### config.mk
export PLATFORM = sky130hd
export DESIGN_NAME = polled_uart_receiver
export DESIGN_NICKNAME = d
export VERILOG_FILES = /design/src/hw/rtl/pur_pkg.sv /design/src/hw/rtl/pur_cfg.sv /design/src/hw/rtl/pur_step.sv /design/src/hw/rtl/polled_uart_receiver.sv
export SDC_FILE = /design/constraint.sdc
export NUM_CORES = 1
export LEC_CHECK = 0
export BUFFER_PORTS_ARGS = -buffer_cell sky130_fd_sc_hd__buf_4
export CAP_MARGIN = 15
export CORE_MARGIN = 2
export CORE_UTILIZATION = 40
export CTS_CLUSTER_SIZE = 16
export DETAILED_ROUTE_END_ITERATION = 12
export PLACE_DENSITY = 0.69
export SETUP_SLACK_MARGIN = 0.5
export SKIP_LAST_GASP = 1
export SLEW_MARGIN = 20
export SYNTH_ARGS = -nofsm -noshare
export SYNTH_HDL_FRONTEND = slang
export SYNTH_HIERARCHICAL = 1
export SYNTH_SLANG_ARGS = --single-unit
### constraint.sdc
create_clock -name clk -period 4.8 [get_ports clk]
set_input_delay 0.72 -clock clk [delete_from_list [all_inputs] [get_ports clk]]
set_output_delay 0.72 -clock clk [all_outputs]
set_load 0.01 [all_outputs]
### src/hw/rtl/pur_pkg.sv
// ----------------------------------------------------------------------------
// pur_pkg
// Shared types and constants of the polled uart receiver: configuration
// register indexes, receive phases, event codes and the per-channel state.
// ----------------------------------------------------------------------------
package pur_pkg;

    // channel count default and field widths
    localparam int DEFAULT_CHANNELS = 4;
    localparam int CHAN_W           = 2;
    localparam int BT_COUNT         = 4;
    localparam int CFG_IDX_W        = 3;
    localparam int CFG_DATA_W       = 8;

    // configuration register indexes
    localparam logic [CFG_IDX_W-1:0] CFG_BIT_TICKS_CH0 = 3'd0;
    localparam logic [CFG_IDX_W-1:0] CFG_BIT_TICKS_CH1 = 3'd1;
    localparam logic [CFG_IDX_W-1:0] CFG_BIT_TICKS_CH2 = 3'd2;
    localparam logic [CFG_IDX_W-1:0] CFG_BIT_TICKS_CH3 = 3'd3;
    localparam logic [CFG_IDX_W-1:0] CFG_SKIP_START    = 3'd4;

    localparam logic [7:0] BIT_TICKS_RESET = 8'd104;

    // commands
    localparam logic CMD_POLL = 1'b0;
    localparam logic CMD_TAKE = 1'b1;

    // receive phases
    localparam logic [3:0] PH_IDLE  = 4'd0;
    localparam logic [3:0] PH_START = 4'd1;
    localparam logic [3:0] PH_FIRST = 4'd2;
    localparam logic [3:0] PH_STOP  = 4'd10;

    // event codes
    localparam logic [2:0] EV_NONE       = 3'd0;
    localparam logic [2:0] EV_START_EDGE = 3'd1;
    localparam logic [2:0] EV_GLITCH     = 3'd2;
    localparam logic [2:0] EV_DATA_BIT   = 3'd3;
    localparam logic [2:0] EV_BYTE_DONE  = 3'd4;
    localparam logic [2:0] EV_FRAMING    = 3'd5;

    // per-channel receiver state
    typedef struct packed {
        logic [3:0] phase;
        logic [7:0] shift_byte;
        logic [7:0] last_time;
        logic [7:0] held_byte;
        logic       waiting;
    } chan_state_t;

    // result of one item
    typedef struct packed {
        logic [7:0] rx_byte;
        logic       byte_waiting;
        logic [2:0] event_res;
    } result_t;

endpackage

### src/hw/rtl/pur_cfg.sv
// ----------------------------------------------------------------------------
// pur_cfg
// Configuration registers: bit period of each channel and the start
// recheck bypass.
// ----------------------------------------------------------------------------
module pur_cfg (
    input  logic                             clk,
    input  logic                             rst_n,
    input  logic                             cfg_write,
    input  logic [pur_pkg::CFG_IDX_W-1:0]    cfg_index,
    input  logic [pur_pkg::CFG_DATA_W-1:0]   cfg_data,
    output logic [7:0]                       bit_ticks [pur_pkg::BT_COUNT],
    output logic                             skip_start
);

    logic [7:0] bit_ticks_reg [pur_pkg::BT_COUNT];
    logic       skip_start_reg;

    // register writes, indexes beyond the list are dropped
    always_ff @(posedge clk or negedge rst_n)
    begin
        if (!rst_n)
        begin
            for (int i = 0; i < pur_pkg::BT_COUNT; i++)
            begin
                bit_ticks_reg[i] <= pur_pkg::BIT_TICKS_RESET;
            end
            skip_start_reg <= 1'b0;
        end
        else if (cfg_write)
        begin
            case (cfg_index)
                pur_pkg::CFG_BIT_TICKS_CH0: bit_ticks_reg[0] <= cfg_data[7:0];
                pur_pkg::CFG_BIT_TICKS_CH1: bit_ticks_reg[1] <= cfg_data[7:0];
                pur_pkg::CFG_BIT_TICKS_CH2: bit_ticks_reg[2] <= cfg_data[7:0];
                pur_pkg::CFG_BIT_TICKS_CH3: bit_ticks_reg[3] <= cfg_data[7:0];
                pur_pkg::CFG_SKIP_START:    skip_start_reg   <= cfg_data[0];
                default:                    skip_start_reg   <= skip_start_reg;
            endcase
        end
    end

    assign bit_ticks  = bit_ticks_reg;
    assign skip_start = skip_start_reg;

endmodule

### src/hw/rtl/pur_step.sv
// ----------------------------------------------------------------------------
// pur_step
// Next-state logic of one channel for one item: start detection, start
// recheck, data bit sampling, stop check and the take command.
// ----------------------------------------------------------------------------
module pur_step (
    input  logic                  command,
    input  logic                  line_level,
    input  logic [7:0]            time_now,
    input  logic [7:0]            bit_ticks,
    input  logic                  skip_start,
    input  pur_pkg::chan_state_t  cur,
    output pur_pkg::chan_state_t  nxt,
    output pur_pkg::result_t      res
);

    logic [7:0] gap;
    logic [7:0] start_delta;
    logic       bit_due;
    logic       start_due;
    logic [2:0] ev;

    // timing checks against the last sample point
    assign gap         = time_now - cur.last_time;
    assign start_delta = bit_ticks >> 3;
    assign bit_due     = (gap >= bit_ticks);
    assign start_due   = skip_start || (gap >= start_delta);

    // receive state machine
    always_comb
    begin
        nxt = cur;
        ev  = pur_pkg::EV_NONE;
        if (command == pur_pkg::CMD_TAKE)
        begin
            nxt.waiting = 1'b0;
        end
        else
        begin
            case (cur.phase)
                pur_pkg::PH_IDLE:
                begin
                    if (!line_level)
                    begin
                        nxt.last_time  = time_now;
                        nxt.shift_byte = 8'h00;
                        nxt.phase      = skip_start ? pur_pkg::PH_FIRST : pur_pkg::PH_START;
                        ev             = pur_pkg::EV_START_EDGE;
                    end
                end
                pur_pkg::PH_START:
                begin
                    if (start_due)
                    begin
                        if (!skip_start)
                        begin
                            nxt.last_time = cur.last_time + start_delta;
                        end
                        if (!line_level)
                        begin
                            nxt.phase = pur_pkg::PH_FIRST;
                        end
                        else
                        begin
                            nxt.phase = pur_pkg::PH_IDLE;
                            ev        = pur_pkg::EV_GLITCH;
                        end
                    end
                end
                pur_pkg::PH_STOP:
                begin
                    if (bit_due)
                    begin
                        nxt.last_time = cur.last_time + bit_ticks;
                        if (line_level)
                        begin
                            nxt.held_byte = cur.shift_byte;
                            nxt.waiting   = 1'b1;
                            ev            = pur_pkg::EV_BYTE_DONE;
                        end
                        else
                        begin
                            ev = pur_pkg::EV_FRAMING;
                        end
                        nxt.phase = pur_pkg::PH_IDLE;
                    end
                end
                default:
                begin
                    if (cur.phase > pur_pkg::PH_STOP)
                    begin
                        nxt.phase = pur_pkg::PH_IDLE;
                    end
                    else if (bit_due)
                    begin
                        nxt.last_time  = cur.last_time + bit_ticks;
                        nxt.shift_byte = {line_level, cur.shift_byte[7:1]};
                        nxt.phase      = cur.phase + 4'd1;
                        ev             = pur_pkg::EV_DATA_BIT;
                    end
                end
            endcase
        end
    end

    // result fields: flag before clearing on take, after update on poll
    always_comb
    begin
        res.rx_byte      = nxt.held_byte;
        res.byte_waiting = (command == pur_pkg::CMD_TAKE) ? cur.waiting : nxt.waiting;
        res.event_res    = ev;
    end

endmodule

### src/hw/rtl/polled_uart_receiver.sv
// ----------------------------------------------------------------------------
// polled_uart_receiver
// Multi-channel polled 8N1 uart receiver: each item polls one channel's line
// or takes its received byte; one result item per input item.
// Path: input register, then channel update into the result register.
// Throughput: one item per cycle while out_stall does not hold the result,
// also back to back on the same channel.
// Reset: asynchronous, active low; clears all channel state, sets every bit
// period to 104 and the start recheck bypass to 0.
// ----------------------------------------------------------------------------
module polled_uart_receiver #(
    parameter int CHANNELS = pur_pkg::DEFAULT_CHANNELS
) (
    input  logic                             clk,
    input  logic                             rst_n,
    // configuration
    input  logic                             cfg_write,
    input  logic [pur_pkg::CFG_IDX_W-1:0]    cfg_index,
    input  logic [pur_pkg::CFG_DATA_W-1:0]   cfg_data,
    // input channel
    input  logic                             in_valid,
    output logic                             in_stall,
    input  logic                             command,
    input  logic [pur_pkg::CHAN_W-1:0]       channel,
    input  logic                             line_level,
    input  logic [7:0]                       time_now,
    // output channel
    output logic                             out_valid,
    input  logic                             out_stall,
    output logic [7:0]                       rx_byte,
    output logic                             byte_waiting,
    output logic [2:0]                       event_res
);

    localparam int CH_W = (CHANNELS > 1) ? $clog2(CHANNELS) : 1;

    logic [7:0] bit_ticks [pur_pkg::BT_COUNT];
    logic       skip_start;

    // input register
    logic                        s1_valid_reg;
    logic                        s1_command_reg;
    logic [pur_pkg::CHAN_W-1:0]  s1_channel_reg;
    logic                        s1_level_reg;
    logic [7:0]                  s1_time_reg;

    // result register
    logic                        out_valid_reg;
    pur_pkg::result_t            res_reg;

    // channel state
    pur_pkg::chan_state_t        st_reg [CHANNELS];

    logic                        out_load;
    logic                        advance;
    logic                        in_accept;
    logic                        in_range;
    logic [CH_W-1:0]             ch_idx;
    pur_pkg::chan_state_t        cur_st;
    pur_pkg::chan_state_t        st_next;
    pur_pkg::result_t            step_res;
    pur_pkg::result_t            res_next;

    pur_cfg u_cfg (
        .clk        (clk),
        .rst_n      (rst_n),
        .cfg_write  (cfg_write),
        .cfg_index  (cfg_index),
        .cfg_data   (cfg_data),
        .bit_ticks  (bit_ticks),
        .skip_start (skip_start)
    );

    // handshake: result register frees when empty or taken
    assign out_load  = !out_valid_reg || !out_stall;
    assign advance   = s1_valid_reg && out_load;
    assign in_stall  = s1_valid_reg && !out_load;
    assign in_accept = in_valid && !in_stall;

    // input register
    always_ff @(posedge clk or negedge rst_n)
    begin
        if (!rst_n)
        begin
            s1_valid_reg <= 1'b0;
        end
        else if (in_accept)
        begin
            s1_valid_reg <= 1'b1;
        end
        else if (advance)
        begin
            s1_valid_reg <= 1'b0;
        end
    end

    always_ff @(posedge clk)
    begin
        if (in_accept)
        begin
            s1_command_reg <= command;
            s1_channel_reg <= channel;
            s1_level_reg   <= line_level;
            s1_time_reg    <= time_now;
        end
    end

    // addressed channel
    assign in_range = (32'(s1_channel_reg) < CHANNELS);
    assign ch_idx   = CH_W'(s1_channel_reg);
    assign cur_st   = st_reg[ch_idx];

    pur_step u_step (
        .command    (s1_command_reg),
        .line_level (s1_level_reg),
        .time_now   (s1_time_reg),
        .bit_ticks  (bit_ticks[s1_channel_reg]),
        .skip_start (skip_start),
        .cur        (cur_st),
        .nxt        (st_next),
        .res        (step_res)
    );

    // channels beyond the count report all zero
    assign res_next = in_range ? step_res : '0;

    // channel state update
    always_ff @(posedge clk or negedge rst_n)
    begin
        if (!rst_n)
        begin
            for (int i = 0; i < CHANNELS; i++)
            begin
                st_reg[i] <= '0;
            end
        end
        else
        begin
            for (int i = 0; i < CHANNELS; i++)
            begin
                if (advance && in_range && (ch_idx == CH_W'(i)))
                begin
                    st_reg[i] <= st_next;
                end
            end
        end
    end

    // result register
    always_ff @(posedge clk or negedge rst_n)
    begin
        if (!rst_n)
        begin
            out_valid_reg <= 1'b0;
        end
        else if (out_load)
        begin
            out_valid_reg <= advance;
        end
    end

    always_ff @(posedge clk)
    begin
        if (advance)
        begin
            res_reg <= res_next;
        end
    end

    assign out_valid    = out_valid_reg;
    assign rx_byte      = res_reg.rx_byte;
    assign byte_waiting = res_reg.byte_waiting;
    assign event_res    = res_reg.event_res;

endmodule

==> impl_metrics.yaml <==
floorplanning:
  initial_utilization: 0.408
  dieArea_um2: 25200
  std_cell_rows: 56
  die_h_um: 159
  ios: 42
  fp.coreArea_um2: 23500
  chipWidth_um: 159
finish:
  diodes: 0
  seqCellArea_um2: 4510
  drive_above_1_share: 0.489
  n_fill_cell: 1991
  largest_reg_flops: 116
  multi_input_area_um2: 5170
  nets: 834
  area_growth_pct: 19.5
worst_setup_path:
  required_ns: 5.11
  critPathKind: "flip-flop to flip-flop"
  r2r_end: "st_reg[19]"
  endpoint_kind: "flip-flop"
  r2r_cells: 18
  crit_arrival_ns: 4.65
  critPathLaunch: "ch_idx[0]"
  crit_path_end: "st_reg[19]"
  r2r_slack_ns: 0.46
  critical_path.slowest_cell: "edfxtp_1"
  cp_common_cell: "buf_6"
  worstPathCellList: "buf_6 -> mux4_2 -> ha_4 -> inv_2 -> fa_2 -> a211o_1 -> a2111oi_4 -> nand3b_4 -> ha_4 -> nand4_1 -> or3_4 -> a21oi_4 -> buf_6 -> and3_4 -> o21ai_2 -> buf_6 -> a22o_4 -> mux2_4"
  start_kind: "flip-flop"
  rr_startpoint: "ch_idx[0]"
  cp_slowest_stage_delay_ns: 0.41
  crit_fanout: 8
yosys:
  syn_area_per_cell_um2: 13.7
  ys.flop_type: "dfrtp_1"
  ys_types: 68
  synthArstFlopShare: 0.863
  synth_edf_count: 24
  synth_fp_nets: 767
  synth_common_cells: "139 x dfrtp_1, 122 x mux2_2, 37 x ha_1, 37 x mux4_2, 27 x inv_1"
  synth.most_common_cell: "dfrtp_1"
  yosysWarnings: 6
  ys_seq_area_frac: 0.471
  synth_area_leaders: "dfrtp_1 36%, mux2_2 14%, mux4_2 8.7%, edfxtp_1 7.5%, ha_1 4.8%"
  syn_inst: 699
  synth_area_um2: 9580
  ys_ff_latch: 175
  synth_top_area_cell: "dfrtp_1"
  netlist.area_leader.share: 0.363
route:
  wl_per_cell_um: 20.0
  post-route-drc-count: 0
  wl_um: 21900
  drt-pass1-iter-count: 8
  ant_nets: 0
  drtIter0Drc: 454
  vias_per_cell: 5.63
  vias: 6186
clocking:
  root_buffer: "clkbuf_16"
  cts_tree: "done"
  cts_sinks: 175
  cts_buffers: 17
  clkTransAtPathRegs_ns: 0.08
  clkLatencyLatePin_ns: 0.44
  cts_buffer_depth: 2
  cts_max_level: 4
global_routing:
  grt_max_degree: 82
  grt.overflow.total: 0
  grt_usage: 0.175
  grt_pass1_vias: 6312
  antenna_found_initial: 0
  grt_pass1_wl_um: 34700
timing:
  worst_slack_ns: 0.463
  grt_setup_unrepaired: "yes"
  max_freq_mhz: 231
  fin_skew_ns: 0.0102
  tightest_slew_ns: 0.977
  setup_viol: 0
  hold_viol_final: 0
  slew_headroom: 0.344
  finalMaxSlewViolations: 0
  fin_crit_sh: 0.903
  fin_tns_setup_ns: 0
  period_needed_ns: 4.34
placement:
  dp_slack_ns: 0.0703
  dp_hpwl_um: 14400
  place.gp.congestion: 0.878
  io_buffers: 41
job:
  cap_violations: 0
worst_hold_path:
  hold_path.class: "input pin to asynchronous set/reset pin"
power_and_ir_drop:
  power_density_nw_per_um2: 587
  peakVddDrop_uv: 285
  fin_total_pwr_mw: 6.72
  leakagePower_nw: 5.12
run_status:
  status: "completed"
## cells by family (layout without fill, tap and decap cells)
family | Yosys count | in the layout | share of synthesized area
buffers and inverters | 66 | 146 | 0.0372
XOR/XNOR | 11 | 11 | 0.0101
flip-flops | 175 | 175 | 0.471
adder cells (fa/ha/maj) | 40 | 40 | 0.0546
AND/OR/NAND/NOR | 95 | 95 | 0.0557
multiplexers | 202 | 202 | 0.288
AO/OA/AOI/OAI | 110 | 110 | 0.0832
## report_power, final
group,internal [mW],total [mW],switching (mW)
Combinational,1.59,3.34,1.75
Clock,0.695,1.38,0.684
Sequential,1.83,2.00,0.169
Total,4.12,6.72,2.61
## how the worst min path moves through the flow
stage	startpoint	to	cells past startpoint
after floorplan	rst_n	out_valid	0
after global placement	s1_valid_reg	out_valid	1
after detailed placement	s1_valid_reg	out_valid	1
after CTS	rst_n	st_reg[4]	1
after global routing	rst_n	st_reg[4]	1
final	rst_n	st_reg[4]	1
## critical path: cells and delay by family, from the launching register on
family	cells	cell delay, ns
fa+ha+maj	3	0.62
mux	2	0.67
compound gates	5	1.16
buf+inv	4	0.52
simple gates	4	0.82
flops	1	0.41
## metrics by stage
stage	cells	instance area, um2	utilization	hold slack (ns)
after floorplan	699	9650	-	0.424
after global placement	1047	10300	0.438	0.462
after detailed placement	1047	10300	0.438	0.468
after CTS	1091	11100	0.475	0.357
after global routing	1098	11500	0.488	0.385
final	1098	11500	0.488	0.321
## cell type report
cell class              count  share of cell area
clock buffers              18              0.0375
clock inverters            14              0.0129
inverters                  28             0.00983
multi-input cells         458               0.451
flip-flops and latches    175               0.394
well taps                 319              0.0348
repair buffers             86              0.0597
## layout by cell type, fill, tap and decap left out, drive strengths merged, types with 3 or more instances in the layout
cell / instances
mux4: 37
a31oi: 7
and2: 5
dfstp: 12
o21ai: 21
inv: 34
o21a: 8
or3: 3
o221ai: 4
mux2: 162
nand3b: 3
dfrtp: 139
ha: 37
a211o: 3
a22o: 7
clkinv: 6
nor2: 23
edfxtp: 24
a21o: 6
nand4: 4
buf: 86
fa: 3
nand3: 8
a21oi: 22
xor2: 3
a211oi: 7
nand2b: 4
nor4bb: 3
nor3b: 5
a222oi: 6
mux2i: 3
clkbuf: 18
nor2b: 6
nor3: 7
nand2: 17
xnor2: 8
## repair_timing
action	CTS	global route
hold buffers	0	0
endpoints found under the hold margin	0	0
pin swaps	13	18
resized for setup	36	54
setup buffers	12	7
endpoints found under the setup margin	124	125
## metal layers
layer	vias to the layer above	track usage	routed length, um	part of all wire
met5	-	0	0	0
met4	0	0.0492	273	0.012
met3	25	0.0298	988	0.045
met2	158	0.284	10600	0.48
met1	3217	0.243	10100	0.46
li1	2786	-	-	-
No activity file was read; power rests on OpenSTA's default activity.
